## src/rtl/ape_pkg.sv

```systemverilog
// Shared types, constants and helper functions for the array permute engine.
`default_nettype none

package ape_pkg;

	localparam int DEPTH  = 64;
	localparam int CNT_W  = 7;
	localparam int DATA_W = 32;
	localparam int FUNC_W = 3;
	localparam int STAT_W = 2;

	typedef logic [CNT_W-1:0]  cnt_t;
	typedef logic [DATA_W-1:0] word_t;

	typedef enum logic [FUNC_W-1:0] {
		FN_APPEND  = 3'd0,
		FN_REVERSE = 3'd1,
		FN_PAIR    = 3'd2,
		FN_ROTATE  = 3'd3,
		FN_SPLIT   = 3'd4,
		FN_READ    = 3'd5
	} func_t;

	typedef enum logic [STAT_W-1:0] {
		ST_OK        = 2'd0,
		ST_FULL      = 2'd1,
		ST_BAD_SPLIT = 2'd2,
		ST_BAD_INDEX = 2'd3
	} status_t;

	// What every cell does in the current cycle.
	typedef enum logic [2:0] {
		CM_HOLD,
		CM_APPEND,
		CM_NET,
		CM_PAIR,
		CM_READ
	} cell_mode_t;

	typedef enum logic [1:0] {
		FSM_IDLE,
		FSM_RUN,
		FSM_FINISH
	} fsm_t;

	// Broadcast from the sequencer to the row of cells.
	typedef struct packed {
		cell_mode_t mode;
		cnt_t       cnt;
		cnt_t       split;
		cnt_t       rnd;
		cnt_t       sel;
		word_t      value;
	} cell_ctl_t;

	// True when the cell at idx is the left member of a pair that swaps in
	// round rnd of the transposition network. The array is cut at split into
	// two ranges; each range is reversed by as many alternating rounds as it
	// has entries, with parity taken from the start of the range.
	function automatic logic net_is_left(input cnt_t idx, input cnt_t split,
		input cnt_t cnt, input cnt_t rnd);
		cnt_t nxt;
		logic res;
		nxt = idx + CNT_W'(1);
		res = 1'b0;
		if (nxt < split) begin
			res = (idx[0] == rnd[0]) && (rnd < split);
		end else if ((idx >= split) && (nxt < cnt)) begin
			res = ((idx[0] ^ split[0]) == rnd[0]) && (rnd < cnt - split);
		end
		return res;
	endfunction

endpackage

`default_nettype wire

```

## src/rtl/ape_cell.sv

```systemverilog
// One storage cell of the array: holds an entry and a read tap stage.
`default_nettype none

module ape_cell (
	input  wire                clk,
	input  ape_pkg::cnt_t      idx,
	input  ape_pkg::cell_ctl_t ctl,
	input  ape_pkg::word_t     left_data,
	input  ape_pkg::word_t     right_data,
	input  ape_pkg::word_t     tap_in,
	output ape_pkg::word_t     data,
	output ape_pkg::word_t     tap
);
	import ape_pkg::*;

	word_t data_q;
	word_t tap_q;
	logic  take_l;
	logic  take_r;

	always_comb begin
		take_l = 1'b0;
		take_r = 1'b0;
		case (ctl.mode)
			CM_NET: begin
				take_r = net_is_left(idx, ctl.split, ctl.cnt, ctl.rnd);
				take_l = (idx != '0) &&
					net_is_left(idx - CNT_W'(1), ctl.split, ctl.cnt, ctl.rnd);
			end
			CM_PAIR: begin
				take_r = (idx == ctl.sel);
				take_l = (idx == ctl.sel + CNT_W'(1));
			end
			default: begin
				take_l = 1'b0;
				take_r = 1'b0;
			end
		endcase
	end

	always_ff @(posedge clk) begin
		if (ctl.mode == CM_APPEND && idx == ctl.sel) begin
			data_q <= ctl.value;
		end else if (take_r) begin
			data_q <= right_data;
		end else if (take_l) begin
			data_q <= left_data;
		end
	end

	// The read tap chain moves toward cell zero; the selected cell injects
	// its entry.
	always_ff @(posedge clk) begin
		if (ctl.mode == CM_READ) begin
			tap_q <= (idx == ctl.sel) ? data_q : tap_in;
		end
	end

	assign data = data_q;
	assign tap  = tap_q;

endmodule

`default_nettype wire

```

## config.mk

```make
export PLATFORM = sky130hd
export DESIGN_NAME = ape_cell
export DESIGN_NICKNAME = d
export VERILOG_FILES = /design/src/rtl/ape_pkg.sv /design/src/rtl/ape_cell.sv
export SDC_FILE = /design/constraint.sdc
export NUM_CORES = 1
export LEC_CHECK = 0
export BUFFER_PORTS_ARGS = -buffer_cell sky130_fd_sc_hd__buf_2
export CAP_MARGIN = 20
export CORE_ASPECT_RATIO = 1.5
export CORE_MARGIN = 5
export CORE_UTILIZATION = 43
export DETAILED_ROUTE_END_ITERATION = 8
export PLACE_DENSITY = 0.78
export SLEW_MARGIN = 20
export SYNTH_ARGS = -nofsm -noshare
export SYNTH_HDL_FRONTEND = slang
export SYNTH_SLANG_ARGS = --single-unit
```

## constraint.sdc

```tcl
create_clock -name clk -period 5.6 [get_ports clk]
set_input_delay 1.12 -clock clk [delete_from_list [all_inputs] [get_ports clk]]
set_output_delay 1.12 -clock clk [all_outputs]
set_load 0.02 [all_outputs]
```

Word level (Yosys, flattened, before mapping)
Cells that the tools add are included.

storage, ports and cells
  register bits after elaboration = 64
  input bits = 167
  word-level logic and storage cells = 48

cells by class
  add/sub/neg operators = 5
  magnitude comparators = 8
  equality and inequality tests = 10
  mux-type cells = 11
  bitwise logic cells = 2
  reduce and logical (&&, ||, !) cells = 10

operators by type and width
  kind                                                                   count
  32-bit 2-to-1 mux                                                      4
  7-bit less-than comparator                                             6
  7-bit by 1-bit adder with 7-bit output, second input constant          3
  7-bit equality test                                                    2
  7-bit >= comparator                                                    2
  1-bit logical AND                                                      8
  7-bit nonzero test                                                     1
  7-bit by 1-bit subtractor with 7-bit output, second input constant     1
  7-bit subtractor                                                       1
  3-bit by 2-bit equality test with 1-bit output, second input constant  2
  1-bit 2-to-1 mux                                                       5
  1-bit equality test                                                    4
  1-bit one-hot mux with 2 select lines                                  2
  3-bit by 1-bit equality test with 1-bit output, second input constant  1
  3-bit equality test, second input constant                             1
  3-bit nonzero test                                                     1
  1-bit XOR                                                              2

Longest topological paths before layout
  depth in word-level cells = 12
  mapped depth = 19
  depth with buffers taken out = 17

Worst setup path before layout
OpenSTA, ideal clock, no wires.

  path type = input port to flip-flop
  from = input ctl[53] (netlist bit)
  to = register data_q[0], in the netlist data[0], enable pin
  arrival time = 4882 ps
  required time = 4968 ps
  slack = 86 ps
  cell stages on the path = 19
  buffers on the path = 2
  cell sequence = inv_1 ha_1 inv_1 fa_1 a21o_1 a21oi_1 o21bai_1 a21oi_1 xnor2_1 ha_1 nand4_1 a21oi_1 a211oi_1 and4b_1 a31o_2 or2_1 buf_2 buf_4 nand4b_1

on the way
  word-level cells in the longest chain between the ends = 9

ends and longest elaborated chain
  element                                  RTL line        RTL
  from (decl)                              ape_cell.sv:7   input ape_pkg::cell_ctl_t ctl,
  7-bit subtractor                         ape_pkg.sv:69   res = ((idx[0] ^ split[0]) == rnd[0]) && (rnd < cnt - split);
  7-bit less-than comparator               ape_pkg.sv:69
  1-bit logical AND                        ape_pkg.sv:69
  1-bit 2-to-1 mux                         ape_pkg.sv:68   end else if ((idx >= split) && (nxt < cnt)) begin
  1-bit 2-to-1 mux                         ape_pkg.sv:66   if (nxt < split) begin
  1-bit 2-to-1 mux                         ape_cell.sv:24  case (ctl.mode)
  1-bit logical AND                        ape_cell.sv:27  take_l = (idx != '0) &&
  1-bit one-hot mux with 2 select lines    ape_cell.sv:24
  3-bit nonzero test (no source line) (*)  -
  to (signal assigned)                     ape_cell.sv:43  data_q <= ctl.value;
  to (signal assigned)                     ape_cell.sv:45  data_q <= right_data;
  to (signal assigned)                     ape_cell.sv:47  data_q <= left_data;
  to (decl)                                ape_cell.sv:16  word_t data_q;

Every way passes the cells marked *; elsewhere a longest branch is shown, timed or not. The select of a mux whose other input is x is not followed.
A chain may end at the register's enable or synchronous reset.

Final worst setup path
  from = input ctl[53] (netlist bit)
  to = register data_q[16], in the netlist data[16], enable pin

Same word-level chain as after synthesis.

==> out/metrics.cfg <==
[floorplan]
ioPinCount = 231
die_w_um = 97.5
core_um2 = 11400
die_h_um = 141
dieArea_um2 = 13800
initial_utilization_pct = 43.3
rows = 48

[clock_tree]
cts-root-buf = clkbuf_16
clkSlewWorstSetupHoldPaths_ns = 0.05
cts.sinks = 64
cts_tree = yes
cts_setup_buffers = 0
cts_resized = 0
cts_buffers = 9
clk_latency_ns = 0.32
ctsHtreeMaxLevel = 3
cts_buffer_depth = 2
cts_hold_buf = 0

[critical_path]
cp.required_ns = 5.57
start_kind = primary input
path_class = in2reg
critPathMaxFanout = 32
critPathCaptureType = flip-flop
worst_r2r_path_depth = 1
cp.arrival_ns = 4.49

[layout]
layout_common_cells = buf_2 (230), nand2_1 (73), edfxtp_1 (64), ha_1 (60), o21ai_0 (40)
drive_above_1_share_pct = 40.1
seq_area_um2 = 1920
num-nets-final = 938
final_common_cell = buf_2
multi_input_area_um2 = 2830
syn_to_final_growth_pct = 31.8
num-fill-cells = 987

[logic_synthesis]
synth_top_cell_by_area = edfxtp_1
async_reset_ff_share_pct = 0
synthDistinctLibCells = 42
yosys_register_bits = 64
synth_nets = 715
synth_area_leaders = edfxtp_1 (39%), ha_1 (15%), mux2_2 (7.3%)
syn_avg_cell_area_um2 = 10.2
yosys_warnings = 0
syn-instance-count = 487
ys_seq_area_share_pct = 38.9
yosysTopAreaCellShare_pct = 38.9
syn_area_um2 = 4940
synth_enable_flop_cells = 64
synthFlopType = edfxtp_1

[sta]
min_period_over_period_pct = 80.6
fin_ws_ns = 1.09
fin_skew_ns = 0.00451
timing.hold.ws_ns = 0.571
rsz0062_at_grt = false
max_freq_mhz = 222
tns_ns = 0
period_needed_ns = 4.51
report.final.setup_viol = 0
maxSlewHeadroom_pct = 35.2
drv_slew = 0
worst_pin_slew_ns = 0.972
hold_viol_final = 0

[pwr]
irDropWorstVdd_mv = 0.152
p_leak_nw = 2.94
power.density_nw_per_um2 = 223

[route]
avgRoutedWirePerCell_um = 19.6
dr_total_vias = 4891
totalWireLength_mm = 17.0
final_antenna_net_count = 0
via_per_inst = 5.63
drt_iter0_drc = 241
dr.pass1.iters = 4
drc = 0

[placement]
routabilityCongestion = 0.977
place_ws_ns = 0.781
io_buffers = 230
dp_hpwl_mm = 13.8

[global_routing]
overflow = 0
grt_pass1_vias = 5059
grt_usage_pct = 23.7
antenna_found_initial = 5
grt_max_degree = 36
grt_pass1_wl_mm = 25.7

[outcome]
status = complete, no violations

[run]
maxCapViolCount = 0

[worst_hold_path]
whs_path_depth = 1
hold_class = reg2reg

-- synthesized netlist by cell type (2+ instances only) --
master / instances
edfxtp_1: 64
xnor2_1: 15
nand2b_1: 6
a211oi_1: 6
o21ai_0: 40
a31oi_1: 2
nand2_1: 73
nand3b_1: 2
o211ai_1: 36
nor2b_1: 4
xor2_1: 16
clkbuf_1: 14
o2111ai_1: 2
buf_4: 4
nand4_1: 7
nor3b_1: 2
nand3_1: 9
and3_1: 4
mux2_2: 32
inv_1: 21
a21o_1: 9
nor4_1: 2
nor3_1: 3
buf_2: 8
a21oi_1: 20
nor2_1: 11
ha_1: 60
-- final cells by class --
cell class                      count  area share, %
Sequential cell                    64           29.5
Clock buffer                       10           3.52
Tap cell                          150           2.88
Inverter                           21           1.21
Timing Repair Buffer              238           18.6
Clock inverter                      6          0.768
Antenna cell                        4          0.154
Multi-Input combinational cell    376           43.4
-- path summary, 6_finish.rpt --
| path | startpoint | end | slack (ns) |
|---|---|---|---|
| max | ctl[53] | data[16] | 1.09 |
| min | data[9] | tap[9] | 0.57 |
| max reg2reg | data[20] | tap[20] | 4.63 |
| min reg2reg | data[9] | tap[9] | 0.57 |
-- per-layer routing --
| layer | vias up | global-route usage, % | routed length [um] | part of all wire (%) |
|---|---|---|---|---|
| met5 | - | 0 | 34 | 0.20 |
| met4 | 6 | 12.3 | 680 | 4.0 |
| met3 | 45 | 5.66 | 1430 | 8.4 |
| met2 | 255 | 46.2 | 9320 | 55 |
| met1 | 2323 | 22.4 | 5540 | 33 |
| li1 | 2262 | - | - | - |
-- sequential cells by signal, summed over array words and instances (netlist names) --
| name | cells |
|---|---|
| data | 32 |
| tap | 32 |
-- power by group --
part	internal (mW)	switching, mW
sequential	0.562	0.0122
combinational	0.157	0.203
clock	0.337	0.183
total	1.06	0.398
-- critical path, stage by stage --
cell and delay, ns:
buf_2 0.11, inv_1 0.06, ha_1 0.14, inv_1 0.06, fa_1 0.40, a21o_1 0.17, a21oi_1 0.24, o21bai_1 0.10
a21oi_1 0.19, xnor2_1 0.15, ha_1 0.27, nand4_1 0.08, a21oi_1 0.06, a211oi_1 0.30, and4b_1 0.24, a31o_2 0.17
or2_1 0.10, nand4b_1 0.10, buf_4 0.39
-- logic make-up (layout without fill, tap and decap cells) --
logic type / after synthesis / in the layout / share of synthesized area [%]
other: 0 / 4 / 0
adder cells (fa/ha/maj): 61 / 61 / 15.6
flip-flops: 64 / 64 / 38.9
XOR/XNOR: 32 / 32 / 5.82
buffers and inverters: 47 / 275 / 4.08
AND/OR/NAND/NOR: 132 / 132 / 13.2
multiplexers: 32 / 32 / 7.29
AO/OA/AOI/OAI: 119 / 119 / 15.1
-- through the flow --
step	instances	power [mW]	utilization, %	instance area, um^2
2_1_floorplan	487	0.792	-	4940
3_3_place_gp	849	0.926	54.6	6220
3_5_place_dp	849	0.942	54.6	6220
4_1_cts	865	1.46	57.0	6500
5_1_grt	867	1.53	57.0	6510
6_report	869	1.45	57.1	6510
No activity file was read; power rests on OpenSTA's default activity.
